$ cat src/hw/rtl/lcr_pkg.sv
`timescale 1ns / 1ps

package lcr_pkg;

  localparam int SAMPLE_BITS = 24;
  localparam int MAX_TARE    = 255;

  localparam int REQ_W      = 2;
  localparam int TARE_W     = 8;
  localparam int CNT_W      = 24;
  localparam int HALF_W     = 16;
  localparam int SETTLE_W   = 16;
  localparam int TOUT_W     = 24;
  localparam int GAP_W      = 24;
  localparam int GAIN_W     = 2;
  localparam int STATUS_W   = 2;
  localparam int VALUE_W    = SAMPLE_BITS + 1;
  localparam int BIT_W      = $clog2(SAMPLE_BITS + 4);
  localparam int SUM_W      = SAMPLE_BITS + TARE_W;
  localparam int CFG_IDX_W  = 3;
  localparam int CFG_DATA_W = 24;

  // request codes
  localparam logic [REQ_W-1:0] REQ_NONE     = 2'd0;
  localparam logic [REQ_W-1:0] REQ_READ_BLK = 2'd1;
  localparam logic [REQ_W-1:0] REQ_READ_NB  = 2'd2;
  localparam logic [REQ_W-1:0] REQ_TARE     = 2'd3;

  // result status codes
  localparam logic [STATUS_W-1:0] ST_OK        = 2'd0;
  localparam logic [STATUS_W-1:0] ST_TIMEOUT   = 2'd1;
  localparam logic [STATUS_W-1:0] ST_NOT_READY = 2'd2;

  // gain codes
  localparam logic [GAIN_W-1:0] GAIN_A128 = 2'd0;
  localparam logic [GAIN_W-1:0] GAIN_A64  = 2'd1;
  localparam logic [GAIN_W-1:0] GAIN_B32  = 2'd2;

  // register indexes
  localparam logic [CFG_IDX_W-1:0] CFG_GAIN   = 3'd0;
  localparam logic [CFG_IDX_W-1:0] CFG_HALF   = 3'd1;
  localparam logic [CFG_IDX_W-1:0] CFG_SETTLE = 3'd2;
  localparam logic [CFG_IDX_W-1:0] CFG_TOUT   = 3'd3;
  localparam logic [CFG_IDX_W-1:0] CFG_USEPIN = 3'd4;
  localparam logic [CFG_IDX_W-1:0] CFG_GAP    = 3'd5;

  localparam logic [GAIN_W-1:0]   RST_GAIN   = GAIN_A128;
  localparam logic [HALF_W-1:0]   RST_HALF   = 16'd100;
  localparam logic [SETTLE_W-1:0] RST_SETTLE = 16'd1000;
  localparam logic [TOUT_W-1:0]   RST_TOUT   = 24'd10000000;
  localparam logic [GAP_W-1:0]    RST_GAP    = 24'd5000000;

  typedef enum logic [6:0] {
    S_IDLE   = 7'b0000001,
    S_WAIT   = 7'b0000010,
    S_SETTLE = 7'b0000100,
    S_HIGH   = 7'b0001000,
    S_LOW    = 7'b0010000,
    S_GAP    = 7'b0100000,
    S_DIV    = 7'b1000000
  } state_e;

  typedef enum logic {
    KIND_READ = 1'b0,
    KIND_TARE = 1'b1
  } kind_e;

  typedef struct packed {
    logic                tick;
    logic                cnt_clr;
    logic                cnt_inc;
    logic                bit_clr;
    logic                sample;
    logic                bit_inc;
    logic                tare_start;
    logic                tare_acc;
    logic                div_start;
    logic                offset_load;
    logic                res_valid;
    logic                val_en;
    logic [STATUS_W-1:0] res_status;
    logic                tare_done;
    logic                sck;
    logic                busy;
  } cmd_t;

  typedef struct packed {
    logic rdy;
    logic tare_zero;
    logic inc_ge_tout;
    logic cnt_ge_settle;
    logic inc_ge_half;
    logic last_bit;
    logic cnt_ge_gap;
    logic left_zero;
    logic quot_ok;
    logic div_done;
    logic out_free;
  } sts_t;

endpackage

$ cat src/hw/rtl/lcr_if.sv
`timescale 1ns / 1ps

interface lcr_in_if import lcr_pkg::*; ();
  logic              valid;
  logic              ready;
  logic [REQ_W-1:0]  req_type;
  logic [TARE_W-1:0] tare_count;
  logic              dout_level;
  logic              drdy_level;

  modport source (output valid, req_type, tare_count, dout_level, drdy_level, input ready);
  modport sink   (input valid, req_type, tare_count, dout_level, drdy_level, output ready);
endinterface

interface lcr_out_if import lcr_pkg::*; ();
  logic                      valid;
  logic                      ready;
  logic                      sck_level;
  logic                      ready_now;
  logic                      result_valid;
  logic signed [VALUE_W-1:0] result_value;
  logic [STATUS_W-1:0]       result_status;
  logic                      tare_done;
  logic                      busy_res;

  modport source (output valid, sck_level, ready_now, result_valid, result_value,
                  result_status, tare_done, busy_res, input ready);
  modport sink   (input valid, sck_level, ready_now, result_valid, result_value,
                  result_status, tare_done, busy_res, output ready);
endinterface

interface lcr_cfg_if import lcr_pkg::*; ();
  logic                  valid;
  logic                  ready;
  logic [CFG_IDX_W-1:0]  index;
  logic [CFG_DATA_W-1:0] data;

  modport source (output valid, index, data, input ready);
  modport sink   (input valid, index, data, output ready);
endinterface

$ cat src/hw/rtl/lcr_div.sv
`timescale 1ns / 1ps

// Signed sum / unsigned count, truncating toward zero. Restoring, one bit per cycle.
module lcr_div import lcr_pkg::*; (
  input  logic                          clk_i,
  input  logic                          rst_ni,
  input  logic                          start_i,
  input  logic signed [SUM_W-1:0]       dividend_i,
  input  logic        [TARE_W-1:0]      divisor_i,
  output logic                          done_o,
  output logic signed [SAMPLE_BITS-1:0] quot_o
);

  localparam int STEP_W = $clog2(SUM_W);
  localparam logic [STEP_W-1:0] LAST_STEP = STEP_W'(SUM_W - 1);

  logic              busy_q, busy_d;
  logic              done_q, done_d;
  logic [STEP_W-1:0] step_q, step_d;
  logic [TARE_W-1:0] rem_q, rem_d;
  logic [TARE_W-1:0] dvs_q, dvs_d;
  logic [SUM_W-1:0]  quo_q, quo_d;
  logic              neg_q, neg_d;
  logic [TARE_W:0]   rem_sh;
  logic [TARE_W:0]   rem_sub;
  logic [SUM_W-1:0]  quo_neg;

  always_comb begin
    busy_d  = busy_q;
    done_d  = 1'b0;
    step_d  = step_q;
    rem_d   = rem_q;
    dvs_d   = dvs_q;
    quo_d   = quo_q;
    neg_d   = neg_q;
    rem_sh  = {rem_q, quo_q[SUM_W-1]};
    rem_sub = rem_sh - {1'b0, dvs_q};
    if (start_i) begin
      busy_d = 1'b1;
      step_d = '0;
      rem_d  = '0;
      dvs_d  = divisor_i;
      neg_d  = dividend_i[SUM_W-1];
      quo_d  = dividend_i[SUM_W-1] ? ('0 - dividend_i) : dividend_i;
    end else if (busy_q) begin
      if (rem_sh >= {1'b0, dvs_q}) begin
        rem_d = rem_sub[TARE_W-1:0];
        quo_d = {quo_q[SUM_W-2:0], 1'b1};
      end else begin
        rem_d = rem_sh[TARE_W-1:0];
        quo_d = {quo_q[SUM_W-2:0], 1'b0};
      end
      step_d = step_q + 1'b1;
      if (step_q == LAST_STEP) begin
        busy_d = 1'b0;
        done_d = 1'b1;
      end
    end
  end

  always_ff @(posedge clk_i or negedge rst_ni) begin
    if (!rst_ni) begin
      busy_q <= 1'b0;
      done_q <= 1'b0;
      step_q <= '0;
    end else begin
      busy_q <= busy_d;
      done_q <= done_d;
      step_q <= step_d;
    end
  end

  always_ff @(posedge clk_i) begin
    rem_q <= rem_d;
    dvs_q <= dvs_d;
    quo_q <= quo_d;
    neg_q <= neg_d;
  end

  assign quo_neg = '0 - quo_q;
  assign done_o  = done_q;
  assign quot_o  = neg_q ? quo_neg[SAMPLE_BITS-1:0] : quo_q[SAMPLE_BITS-1:0];

endmodule

$ cat src/hw/rtl/lcr_dpath.sv
`timescale 1ns / 1ps

module lcr_dpath import lcr_pkg::*; (
  input  logic                        clk_i,
  input  logic                        rst_ni,
  input  logic                        cfg_valid_i,
  output logic                        cfg_ready_o,
  input  logic [CFG_IDX_W-1:0]        cfg_index_i,
  input  logic [CFG_DATA_W-1:0]       cfg_data_i,
  input  logic [TARE_W-1:0]           tare_count_i,
  input  logic                        dout_level_i,
  input  logic                        drdy_level_i,
  input  cmd_t                        cmd_i,
  output sts_t                        sts_o,
  output logic                        out_valid_o,
  input  logic                        out_ready_i,
  output logic                        sck_level_o,
  output logic                        ready_now_o,
  output logic                        result_valid_o,
  output logic signed [VALUE_W-1:0]   result_value_o,
  output logic [STATUS_W-1:0]         result_status_o,
  output logic                        tare_done_o,
  output logic                        busy_res_o
);

  localparam logic [TARE_W-1:0] TARE_MAX = TARE_W'(MAX_TARE);
  localparam logic [BIT_W-1:0]  DATA_BITS = BIT_W'(SAMPLE_BITS);

  // configuration
  logic [GAIN_W-1:0]   gain_q;
  logic [HALF_W-1:0]   half_q;
  logic [SETTLE_W-1:0] settle_q;
  logic [TOUT_W-1:0]   tout_q;
  logic                usepin_q;
  logic [GAP_W-1:0]    gap_q;

  logic [CNT_W-1:0]       cnt_q, cnt_d, cnt_inc;
  logic [BIT_W-1:0]       bit_q, bit_d, bit_nxt;
  logic [SAMPLE_BITS-1:0] shift_q, shift_d;
  logic signed [SAMPLE_BITS-1:0] offset_q, offset_d;
  logic signed [SUM_W-1:0] sum_q, sum_d;
  logic [TARE_W-1:0]      left_q, left_d;
  logic [TARE_W-1:0]      total_q, total_d;
  logic signed [SAMPLE_BITS-1:0] quot_q, div_quot;
  logic                   quot_ok_q, quot_ok_d;
  logic                   div_done;

  logic                   out_vld_q, out_vld_d;
  logic                   o_sck_q, o_rdy_q, o_val_q, o_tdone_q, o_busy_q;
  logic signed [VALUE_W-1:0] o_value_q;
  logic [STATUS_W-1:0]    o_status_q;

  logic                   cfg_we;
  logic                   rdy;
  logic [HALF_W-1:0]      half_eff;
  logic [BIT_W-1:0]       pulses;
  logic [TARE_W-1:0]      tare_n;
  logic signed [VALUE_W-1:0] value;

  assign cfg_ready_o = 1'b1;
  assign cfg_we      = cfg_valid_i & cfg_ready_o;

  always_ff @(posedge clk_i or negedge rst_ni) begin
    if (!rst_ni) begin
      gain_q   <= RST_GAIN;
      half_q   <= RST_HALF;
      settle_q <= RST_SETTLE;
      tout_q   <= RST_TOUT;
      usepin_q <= 1'b0;
      gap_q    <= RST_GAP;
    end else if (cfg_we) begin
      case (cfg_index_i)
        CFG_GAIN:   gain_q   <= cfg_data_i[GAIN_W-1:0];
        CFG_HALF:   half_q   <= cfg_data_i[HALF_W-1:0];
        CFG_SETTLE: settle_q <= cfg_data_i[SETTLE_W-1:0];
        CFG_TOUT:   tout_q   <= cfg_data_i[TOUT_W-1:0];
        CFG_USEPIN: usepin_q <= cfg_data_i[0];
        CFG_GAP:    gap_q    <= cfg_data_i[GAP_W-1:0];
        default:    ;
      endcase
    end
  end

  // status toward the controller
  always_comb begin
    rdy      = usepin_q ? !drdy_level_i : !dout_level_i;
    cnt_inc  = (cnt_q == '1) ? cnt_q : cnt_q + 1'b1;
    half_eff = (half_q == '0) ? HALF_W'(1) : half_q;
    bit_nxt  = bit_q + 1'b1;
    case (gain_q)
      GAIN_A64: pulses = BIT_W'(3);
      GAIN_B32: pulses = BIT_W'(2);
      default:  pulses = BIT_W'(1);
    endcase
    tare_n = (tare_count_i > TARE_MAX) ? TARE_MAX : tare_count_i;

    sts_o.rdy           = rdy;
    sts_o.tare_zero     = (tare_n == '0);
    sts_o.inc_ge_tout   = (cnt_inc >= tout_q);
    sts_o.cnt_ge_settle = (cnt_q >= CNT_W'(settle_q));
    sts_o.inc_ge_half   = (cnt_inc >= CNT_W'(half_eff));
    sts_o.last_bit      = (bit_nxt >= DATA_BITS + pulses);
    sts_o.cnt_ge_gap    = (cnt_q >= gap_q);
    sts_o.left_zero     = (left_q == '0);
    sts_o.quot_ok       = quot_ok_q;
    sts_o.div_done      = div_done;
    sts_o.out_free      = !out_vld_q || out_ready_i;

    value = {shift_q[SAMPLE_BITS-1], shift_q} - {offset_q[SAMPLE_BITS-1], offset_q};
  end

  always_comb begin
    cnt_d     = cnt_q;
    bit_d     = bit_q;
    shift_d   = shift_q;
    offset_d  = offset_q;
    sum_d     = sum_q;
    left_d    = left_q;
    total_d   = total_q;
    quot_ok_d = quot_ok_q;
    out_vld_d = out_vld_q;

    if (out_ready_i) out_vld_d = 1'b0;
    if (div_done) quot_ok_d = 1'b1;

    if (cmd_i.tick) begin
      out_vld_d = 1'b1;
      if (cmd_i.cnt_clr) cnt_d = '0;
      else if (cmd_i.cnt_inc) cnt_d = cnt_inc;
      if (cmd_i.bit_clr) begin
        bit_d   = '0;
        shift_d = '0;
      end else begin
        if (cmd_i.bit_inc) bit_d = bit_nxt;
        if (cmd_i.sample && (bit_q < DATA_BITS)) begin
          shift_d = {shift_q[SAMPLE_BITS-2:0], dout_level_i};
        end
      end
      if (cmd_i.tare_start) begin
        left_d    = tare_n;
        total_d   = tare_n;
        sum_d     = '0;
        quot_ok_d = 1'b0;
      end else if (cmd_i.tare_acc) begin
        sum_d = sum_q + {{TARE_W{shift_q[SAMPLE_BITS-1]}}, shift_q};
        if (left_q != '0) left_d = left_q - 1'b1;
      end
      if (cmd_i.offset_load) offset_d = quot_q;
    end
  end

  always_ff @(posedge clk_i or negedge rst_ni) begin
    if (!rst_ni) begin
      cnt_q     <= '0;
      bit_q     <= '0;
      offset_q  <= '0;
      left_q    <= '0;
      total_q   <= '0;
      quot_ok_q <= 1'b0;
      out_vld_q <= 1'b0;
    end else begin
      cnt_q     <= cnt_d;
      bit_q     <= bit_d;
      offset_q  <= offset_d;
      left_q    <= left_d;
      total_q   <= total_d;
      quot_ok_q <= quot_ok_d;
      out_vld_q <= out_vld_d;
    end
  end

  always_ff @(posedge clk_i) begin
    shift_q <= shift_d;
    sum_q   <= sum_d;
    if (div_done) quot_q <= div_quot;
    if (cmd_i.tick) begin
      o_sck_q    <= cmd_i.sck;
      o_rdy_q    <= rdy;
      o_val_q    <= cmd_i.res_valid;
      o_value_q  <= cmd_i.val_en ? value : '0;
      o_status_q <= cmd_i.res_status;
      o_tdone_q  <= cmd_i.tare_done;
      o_busy_q   <= cmd_i.busy;
    end
  end

  lcr_div u_div (
    .clk_i      (clk_i),
    .rst_ni     (rst_ni),
    .start_i    (cmd_i.div_start),
    .dividend_i (sum_q),
    .divisor_i  (total_q),
    .done_o     (div_done),
    .quot_o     (div_quot)
  );

  assign out_valid_o     = out_vld_q;
  assign sck_level_o     = o_sck_q;
  assign ready_now_o     = o_rdy_q;
  assign result_valid_o  = o_val_q;
  assign result_value_o  = o_value_q;
  assign result_status_o = o_status_q;
  assign tare_done_o     = o_tdone_q;
  assign busy_res_o      = o_busy_q;

endmodule

$ cat src/hw/rtl/lcr_ctrl.sv
`timescale 1ns / 1ps

module lcr_ctrl import lcr_pkg::*; (
  input  logic             clk_i,
  input  logic             rst_ni,
  input  logic             in_valid_i,
  output logic             in_ready_o,
  input  logic [REQ_W-1:0] req_type_i,
  input  sts_t             sts_i,
  output cmd_t             cmd_o
);

  state_e state_q, state_d, ph;
  kind_e  kind_q, kind_d;
  logic   stall_div;
  logic   tick;

  // last tick of a tare needs the average; run the divider first
  assign stall_div = (state_q == S_GAP) && sts_i.cnt_ge_gap && sts_i.left_zero &&
                     !sts_i.quot_ok;
  assign in_ready_o = sts_i.out_free && (state_q != S_DIV) && !stall_div;
  assign tick       = in_valid_i && in_ready_o;

  always_comb begin
    cmd_o      = '0;
    cmd_o.tick = tick;
    state_d    = state_q;
    kind_d     = kind_q;
    ph         = state_q;

    if (state_q == S_DIV) begin
      if (sts_i.div_done) state_d = S_GAP;
    end else if (stall_div) begin
      cmd_o.div_start = 1'b1;
      state_d         = S_DIV;
    end else if (tick) begin
      if (state_q == S_IDLE) begin
        case (req_type_i)
          REQ_READ_BLK: begin
            kind_d = KIND_READ;
            ph     = S_WAIT;
          end
          REQ_READ_NB: begin
            if (!sts_i.rdy) begin
              cmd_o.res_valid  = 1'b1;
              cmd_o.res_status = ST_NOT_READY;
            end else begin
              kind_d = KIND_READ;
              ph     = S_SETTLE;
            end
          end
          REQ_TARE: begin
            if (sts_i.tare_zero) begin
              cmd_o.tare_done = 1'b1;
            end else begin
              kind_d           = KIND_TARE;
              cmd_o.tare_start = 1'b1;
              ph               = S_WAIT;
            end
          end
          default: ;
        endcase
      end

      // a request taken this tick is already worked on in its first phase
      state_d = ph;
      case (ph)
        S_WAIT: begin
          if (sts_i.rdy) begin
            state_d       = S_SETTLE;
            cmd_o.cnt_clr = 1'b1;
          end else if (sts_i.inc_ge_tout) begin
            state_d          = S_IDLE;
            cmd_o.cnt_clr    = 1'b1;
            cmd_o.res_status = ST_TIMEOUT;
            if (kind_d == KIND_TARE) cmd_o.tare_done = 1'b1;
            else cmd_o.res_valid = 1'b1;
          end else begin
            cmd_o.cnt_inc = 1'b1;
          end
        end
        S_SETTLE: begin
          if (sts_i.cnt_ge_settle) begin
            state_d       = S_HIGH;
            cmd_o.cnt_clr = 1'b1;
            cmd_o.bit_clr = 1'b1;
          end else begin
            cmd_o.cnt_inc = 1'b1;
          end
        end
        S_HIGH: begin
          if (sts_i.inc_ge_half) begin
            state_d       = S_LOW;
            cmd_o.cnt_clr = 1'b1;
            cmd_o.sample  = 1'b1;
          end else begin
            cmd_o.cnt_inc = 1'b1;
          end
        end
        S_LOW: begin
          if (sts_i.inc_ge_half) begin
            cmd_o.cnt_clr = 1'b1;
            cmd_o.bit_inc = 1'b1;
            if (sts_i.last_bit) begin
              if (kind_d == KIND_READ) begin
                state_d         = S_IDLE;
                cmd_o.res_valid = 1'b1;
                cmd_o.val_en    = 1'b1;
              end else begin
                state_d        = S_GAP;
                cmd_o.tare_acc = 1'b1;
              end
            end else begin
              state_d = S_HIGH;
            end
          end else begin
            cmd_o.cnt_inc = 1'b1;
          end
        end
        S_GAP: begin
          if (sts_i.cnt_ge_gap) begin
            cmd_o.cnt_clr = 1'b1;
            if (sts_i.left_zero) begin
              state_d           = S_IDLE;
              cmd_o.offset_load = 1'b1;
              cmd_o.tare_done   = 1'b1;
            end else begin
              state_d = S_WAIT;
            end
          end else begin
            cmd_o.cnt_inc = 1'b1;
          end
        end
        default: ;
      endcase
      cmd_o.sck  = (state_d == S_HIGH);
      cmd_o.busy = (state_d != S_IDLE);
    end
  end

  always_ff @(posedge clk_i or negedge rst_ni) begin
    if (!rst_ni) begin
      state_q <= S_IDLE;
      kind_q  <= KIND_READ;
    end else begin
      state_q <= state_d;
      kind_q  <= kind_d;
    end
  end

`ifndef SYNTHESIS
  a_div_enter: assert property (@(posedge clk_i) disable iff (!rst_ni)
    cmd_o.div_start |=> state_q == S_DIV)
    else $error("divider start did not enter the divide state");

  a_div_leave: assert property (@(posedge clk_i) disable iff (!rst_ni)
    (state_q == S_DIV && sts_i.div_done) |=> (state_q == S_GAP && sts_i.quot_ok))
    else $error("divide state left without a quotient");

  a_offset_has_quot: assert property (@(posedge clk_i) disable iff (!rst_ni)
    cmd_o.offset_load |-> sts_i.quot_ok)
    else $error("offset loaded before the average was ready");

  a_no_overwrite: assert property (@(posedge clk_i) disable iff (!rst_ni)
    tick |-> sts_i.out_free)
    else $error("tick taken while a result is still pending");

  a_acc_is_tare: assert property (@(posedge clk_i) disable iff (!rst_ni)
    cmd_o.tare_acc |-> (kind_q == KIND_TARE && state_q == S_LOW))
    else $error("tare accumulate outside a tare reading");
`endif

endmodule

$ cat src/hw/rtl/load_cell_adc_serial_reader.sv
`timescale 1ns / 1ps

// Tick-driven master for a two-wire 24-bit load-cell converter. Every input
// transaction is one time tick carrying sampled pin levels and an optional
// request; every tick yields exactly one result transaction with the serial
// clock level to drive, readiness, and any read or tare completion. A tick is
// normally taken each clock cycle, held off only while the previous result is
// still waiting at the output register. The one exception is the last tick of
// a tare: before it is taken, the average of the summed readings is computed
// by a restoring divider that produces one quotient bit per cycle, and that
// tick waits until the divider is done. Configuration writes are accepted
// in every cycle and should only be issued while the block is idle.
module load_cell_adc_serial_reader import lcr_pkg::*; (
  input  logic           clk_i,
  input  logic           rst_ni,
  lcr_cfg_if.sink        cfg_i,
  lcr_in_if.sink         in_i,
  lcr_out_if.source      out_o
);

  cmd_t cmd;
  sts_t sts;
  logic in_ready;

  assign in_i.ready = in_ready;

  lcr_ctrl u_ctrl (
    .clk_i      (clk_i),
    .rst_ni     (rst_ni),
    .in_valid_i (in_i.valid),
    .in_ready_o (in_ready),
    .req_type_i (in_i.req_type),
    .sts_i      (sts),
    .cmd_o      (cmd)
  );

  lcr_dpath u_dpath (
    .clk_i           (clk_i),
    .rst_ni          (rst_ni),
    .cfg_valid_i     (cfg_i.valid),
    .cfg_ready_o     (cfg_i.ready),
    .cfg_index_i     (cfg_i.index),
    .cfg_data_i      (cfg_i.data),
    .tare_count_i    (in_i.tare_count),
    .dout_level_i    (in_i.dout_level),
    .drdy_level_i    (in_i.drdy_level),
    .cmd_i           (cmd),
    .sts_o           (sts),
    .out_valid_o     (out_o.valid),
    .out_ready_i     (out_o.ready),
    .sck_level_o     (out_o.sck_level),
    .ready_now_o     (out_o.ready_now),
    .result_valid_o  (out_o.result_valid),
    .result_value_o  (out_o.result_value),
    .result_status_o (out_o.result_status),
    .tare_done_o     (out_o.tare_done),
    .busy_res_o      (out_o.busy_res)
  );

endmodule
$ cat src/flat_wrapper.sv
// flat-port wrapper written by rule: the top's interface ports become plain ports
module load_cell_adc_serial_reader_flat import lcr_pkg::*;
  (clk_i, rst_ni, cfg_i_valid, cfg_i_index, cfg_i_data, cfg_i_ready, in_i_valid, in_i_req_type, in_i_tare_count, in_i_dout_level, in_i_drdy_level, in_i_ready, out_o_valid, out_o_sck_level, out_o_ready_now, out_o_result_valid, out_o_result_value, out_o_result_status, out_o_tare_done, out_o_busy_res, out_o_ready);
  lcr_cfg_if cfg_i_i ();
  lcr_in_if in_i_i ();
  lcr_out_if out_o_i ();
  input  logic clk_i;
  input  logic rst_ni;
  input wire logic [$bits(cfg_i_i.valid)-1:0] cfg_i_valid;
  input wire logic [$bits(cfg_i_i.index)-1:0] cfg_i_index;
  input wire logic [$bits(cfg_i_i.data)-1:0] cfg_i_data;
  output wire logic [$bits(cfg_i_i.ready)-1:0] cfg_i_ready;
  input wire logic [$bits(in_i_i.valid)-1:0] in_i_valid;
  input wire logic [$bits(in_i_i.req_type)-1:0] in_i_req_type;
  input wire logic [$bits(in_i_i.tare_count)-1:0] in_i_tare_count;
  input wire logic [$bits(in_i_i.dout_level)-1:0] in_i_dout_level;
  input wire logic [$bits(in_i_i.drdy_level)-1:0] in_i_drdy_level;
  output wire logic [$bits(in_i_i.ready)-1:0] in_i_ready;
  output wire logic [$bits(out_o_i.valid)-1:0] out_o_valid;
  output wire logic [$bits(out_o_i.sck_level)-1:0] out_o_sck_level;
  output wire logic [$bits(out_o_i.ready_now)-1:0] out_o_ready_now;
  output wire logic [$bits(out_o_i.result_valid)-1:0] out_o_result_valid;
  output wire logic [$bits(out_o_i.result_value)-1:0] out_o_result_value;
  output wire logic [$bits(out_o_i.result_status)-1:0] out_o_result_status;
  output wire logic [$bits(out_o_i.tare_done)-1:0] out_o_tare_done;
  output wire logic [$bits(out_o_i.busy_res)-1:0] out_o_busy_res;
  input wire logic [$bits(out_o_i.ready)-1:0] out_o_ready;
  assign cfg_i_i.valid = cfg_i_valid;
  assign cfg_i_i.index = cfg_i_index;
  assign cfg_i_i.data = cfg_i_data;
  assign cfg_i_ready = cfg_i_i.ready;
  assign in_i_i.valid = in_i_valid;
  assign in_i_i.req_type = in_i_req_type;
  assign in_i_i.tare_count = in_i_tare_count;
  assign in_i_i.dout_level = in_i_dout_level;
  assign in_i_i.drdy_level = in_i_drdy_level;
  assign in_i_ready = in_i_i.ready;
  assign out_o_valid = out_o_i.valid;
  assign out_o_sck_level = out_o_i.sck_level;
  assign out_o_ready_now = out_o_i.ready_now;
  assign out_o_result_valid = out_o_i.result_valid;
  assign out_o_result_value = out_o_i.result_value;
  assign out_o_result_status = out_o_i.result_status;
  assign out_o_tare_done = out_o_i.tare_done;
  assign out_o_busy_res = out_o_i.busy_res;
  assign out_o_i.ready = out_o_ready;
  load_cell_adc_serial_reader u_core (.clk_i(clk_i), .rst_ni(rst_ni), .cfg_i(cfg_i_i), .in_i(in_i_i), .out_o(out_o_i));
endmodule
$ cat config.mk
export PLATFORM = sky130hd
export DESIGN_NAME = load_cell_adc_serial_reader_flat
export DESIGN_NICKNAME = d
export VERILOG_FILES = /design/src/hw/rtl/lcr_pkg.sv /design/src/hw/rtl/lcr_if.sv /design/src/hw/rtl/lcr_div.sv /design/src/hw/rtl/lcr_dpath.sv /design/src/hw/rtl/lcr_ctrl.sv /design/src/hw/rtl/load_cell_adc_serial_reader.sv /design/src/flat_wrapper.sv
export SDC_FILE = /design/constraint.sdc
export NUM_CORES = 1
export LEC_CHECK = 0
export ABC_CLOCK_PERIOD_IN_PS = 10000
export BUFFER_PORTS_ARGS = -buffer_cell sky130_fd_sc_hd__buf_2
export CELL_PAD_IN_SITES_DETAIL_PLACEMENT = 1
export CELL_PAD_IN_SITES_GLOBAL_PLACEMENT = 2
export CORE_ASPECT_RATIO = 2
export CORE_MARGIN = 5
export CORE_UTILIZATION = 44
export CTS_CLUSTER_SIZE = 10
export DETAILED_ROUTE_END_ITERATION = 8
export PLACE_DENSITY = 0.89
export SKIP_CTS_REPAIR_TIMING = 1
export SYNTH_ARGS = -nofsm -noshare
export SYNTH_HDL_FRONTEND = slang
export SYNTH_SLANG_ARGS = --single-unit
$ cat constraint.sdc
create_clock -name clk_i -period 10 [get_ports clk_i]
set_clock_uncertainty 0.1 [all_clocks]
set_input_delay 1.5 -clock clk_i [delete_from_list [all_inputs] [get_ports clk_i]]
set_output_delay 1.5 -clock clk_i [all_outputs]
set_load 0.05 [all_outputs]
==> impl_metrics.csv <==
group,metric,value,unit
die,row_count,110,
flow_run,maxCapViolCount,1,
finish,drive_gt1_frac,0.132,
detailed_routing,drc,0,
worst_setup_path,crit_start,"u_core.u_dpath.cnt_q[1]",
logic_synthesis,synth_area_leader_cell,"edfxtp_1",
logic_synthesis,synth-edff-count,153,
worst_setup_path,critical_path_class,"register to register",
detailed_routing,viasPerCell,5.77,
worst_setup_path,cp.arrival,6930,ps
sta,worst_pin_slew,1450,ps
die,dieArea,49600,µm²
logic_synthesis,yosysSeqAreaShare,0.455,
logic_synthesis,async_reset_ff_frac,0.512,
cts,worstSkewPairLatency,550,ps
detailed_routing,vias,15300,
worst_setup_path,regToRegEndpoint,"u_core.u_dpath.busy_res_o",
placed_design,dp_hpwl,44100,µm
worst_setup_path,critPathCaptureType,"register",
worst_setup_path,reg2reg_setup_slack,3260,ps
sta,finalMaxSlewViolations,0,
grt,gr-total-overflow,0,
finish,final_cell_mix,"213 x nand2_1, 183 x o21ai_0, 153 x ha_1, 153 x edfxtp_1, 146 x inv_1",
logic_synthesis,synthTopCellsByArea,"edfxtp_1 23%, dfrtp_1 18%, ha_1 9.7%, o21ai_0 4.6%, nand2_1 4.0%",
finish,area_delta_synth_final,10.9,%
min_path,min_path_type,"register to register",
cts,cts.sinks,330,
power,net-switching-power,817,µW
logic_synthesis,synthFlopType,"edfxtp_1",
power,internal_power,2.39,mW
logic_synthesis,yosys.cell_types.count,87,
logic_synthesis,synthAdderAreaFrac,0.0997,
sta,hold_violations,0,
logic_synthesis,synth_warnings,0,
power,p_per_area,146,nW/µm²
sta,fin_crit,6740,ps
power,p_leak,9.74,nW
finish,nFillCells,5086,
worst_setup_path,crit-reg2reg-launch,"u_core.u_dpath.cnt_q[1]",
logic_synthesis,synthCells,1991,
die,ioPinCount,79,
power,vdd_ir_drop_max,140,µV
placed_design,gp_congestion,0.911,
run_status,violations,"max-capacitance violations",
grt,grt_usage,0.228,
detailed_routing,wl_per_cell,21.4,µm
placed_design,postPlaceCellArea,20800,µm²
grt,antenna_found_initial,1,
logic_synthesis,synth_top_family_by_area,"simple AND/OR/NAND/NOR gates",
die,die_h,310,µm
die,die_w,160,µm
logic_synthesis,yosysTopAreaCellShare,0.232,
die,core,44900,µm²
power,pwr-share-comb,0.099,
grt,grt_pass1_wl,90300,µm
cts,h-tree-depth,2,
grt,grt_pass1_vias,17100,
power,clockPowerShare,0.416,
placed_design,io_buffers,77,
finish,post-route-cell-area,22000,µm²
power,switching_share,0.255,
sta,setup_tns,0,ps
detailed_routing,drt_iter0_drc,530,
logic_synthesis,synth_area,19800,µm²
grt,grt_max_degree,69,
logic_synthesis,synth_mux_area_frac,0.0404,
detailed_routing,first_pass_iters,4,
finish,nets,2264,
sta,rsz0062_at_grt,"false",
logic_synthesis,ys_seq_elements,330,
finish,final_common_cell,"nand2_1",
worst_setup_path,start_kind,"register",
cts,cts-root-buf,"clkbuf_16",
power,seq_power_share,0.484,
logic_synthesis,synth_compound_gate_area_share,0.150,
detailed_routing,wl,56800,µm
detailed_routing,ant_nets,0,
logic_synthesis,synthSimpleGateAreaFrac,0.158,
worst_setup_path,crit_fanout,10,
cts,numCtsBuffers,39,
sta,relSlewSlack,0.00941,
worst_setup_path,reg2reg_depth,18,
worst_setup_path,crit_required,10190,ps
logic_synthesis,syn_nets,2191,
logic_synthesis,synth_xor_area_frac,0.0540,
min_path,min_path_cells,0,
finish,diodes,0,
cts,clock_tree.buffer_depth,3,
die,start_util,0.441,
cts,cts_tree,"done",
sta,max_freq,148,MHz
cts,path_clk_slew,60,ps
sta,setup_viol,0,
logic_synthesis,synth_area_per_cell,9.95,µm²
sta,fin_crit_sh,0.674,
worst_setup_path,cp-endpoint,"u_core.u_dpath.busy_res_o",
run_status,status,"finished, violations left",
-- per-stage QoR --
stage	instances	hold slack [ps]	total power, mW	setup WS, ps	util
finish	2654	356	3.20	3260	0.489
global route	2654	363	3.34	3150	0.489
CTS	2654	352	3.25	3380	0.489
detailed placement	2583	337	1.90	3420	0.464
global placement	2583	329	1.88	3500	0.464
floorplan	1991	321	1.76	5030	-
-- cells by family after synthesis --
family,after synthesis
compound gates,462
simple gates,634
xor+xnor,122
flops,330
fa+ha+maj,156
mux,72
other cells,1
buf+inv,214
-- power by group through the flow --
stage / sequential (mW) / clock, mW / combinational (mW)
2_1_floorplan: 1.59 / 0 / 0.169
3_3_place_gp: 1.57 / 0 / 0.310
3_5_place_dp: 1.58 / 0 / 0.321
4_1_cts: 1.55 / 1.37 / 0.323
5_1_grt: 1.56 / 1.43 / 0.351
6_report: 1.55 / 1.33 / 0.318
-- synthesized netlist by cell type (5+ instances only) --
library cell,count
inv_1,146
or4_1,9
dfrtp_1,143
nor2b_1,40
o21ai_0,183
nand4_1,20
o2111ai_1,7
xnor2_1,61
and4_1,6
buf_4,5
nor4_1,15
o211ai_1,12
a2111oi_0,6
ha_1,153
and2_1,8
mux2i_1,12
nor4b_1,5
edfxtp_1,153
o31a_1,5
dfxtp_1,8
o21a_1,12
clkbuf_1,47
nand2_1,213
a21o_1,43
a21oi_1,68
buf_1,5
buf_2,7
o21bai_1,6
nand3_1,36
o31ai_1,23
a211oi_1,29
a22o_1,7
o41ai_1,7
nor3_1,35
and3_1,17
or3_1,22
mux2_2,58
nor3b_1,9
xor2_1,61
nand2b_1,17
a31oi_1,9
nor2_1,145
dfstp_2,26
or2_2,13
-- final cells by class --
type	count	area (µm²)	share of cell area
well taps	560	701	0.0319
repair buffers	99	557	0.0254
inverters	147	552	0.0251
clock buffers	68	1130	0.0513
clock inverters	3	26.3	0.00120
flip-flops and latches	330	9020	0.411
multi-input cells	1447	9980	0.455
-- worst min path at each step --
stage                                   start                       endpoint  slack [ps]
global placement    u_core.u_dpath.total_q[7]  u_core.u_dpath.u_div.dvs_q[7]         330
CTS                 u_core.u_dpath.total_q[6]  u_core.u_dpath.u_div.dvs_q[6]         350
floorplan           u_core.u_dpath.total_q[7]  u_core.u_dpath.u_div.dvs_q[7]         320
detailed placement  u_core.u_dpath.total_q[6]  u_core.u_dpath.u_div.dvs_q[6]         340
global route        u_core.u_dpath.total_q[2]  u_core.u_dpath.u_div.dvs_q[2]         360
finish              u_core.u_dpath.total_q[3]  u_core.u_dpath.u_div.dvs_q[3]         360
-- worst max-delay path, stage by stage (launching register included) --
cell and delay [ps]:
dfrtp_1 460, ha_1 270, nand4_1 170, nor4_4 560, and2_2 330, nor2_1 110, nand4_1 310, nor3_1 160
xor2_1 170, ha_1 370, nand4_1 180, or3_1 530, a2111oi_0 1160, a221o_1 380, o21ai_0 130, or3_1 420
nand3_1 220, a21oi_1 100, o31a_1 330
-- routing by layer --
| layer | vias to the layer above | share of wire | track usage |
|---|---|---|---|
| met4 | 2 | 0.073 | 0.147 |
| met5 | - | 0.00033 | 0 |
| met1 | 7602 | 0.33 | 0.204 |
| met2 | 275 | 0.57 | 0.471 |
| met3 | 176 | 0.025 | 0.0260 |
| li1 | 7263 | - | - |
(Power assumes the default switching activity.)
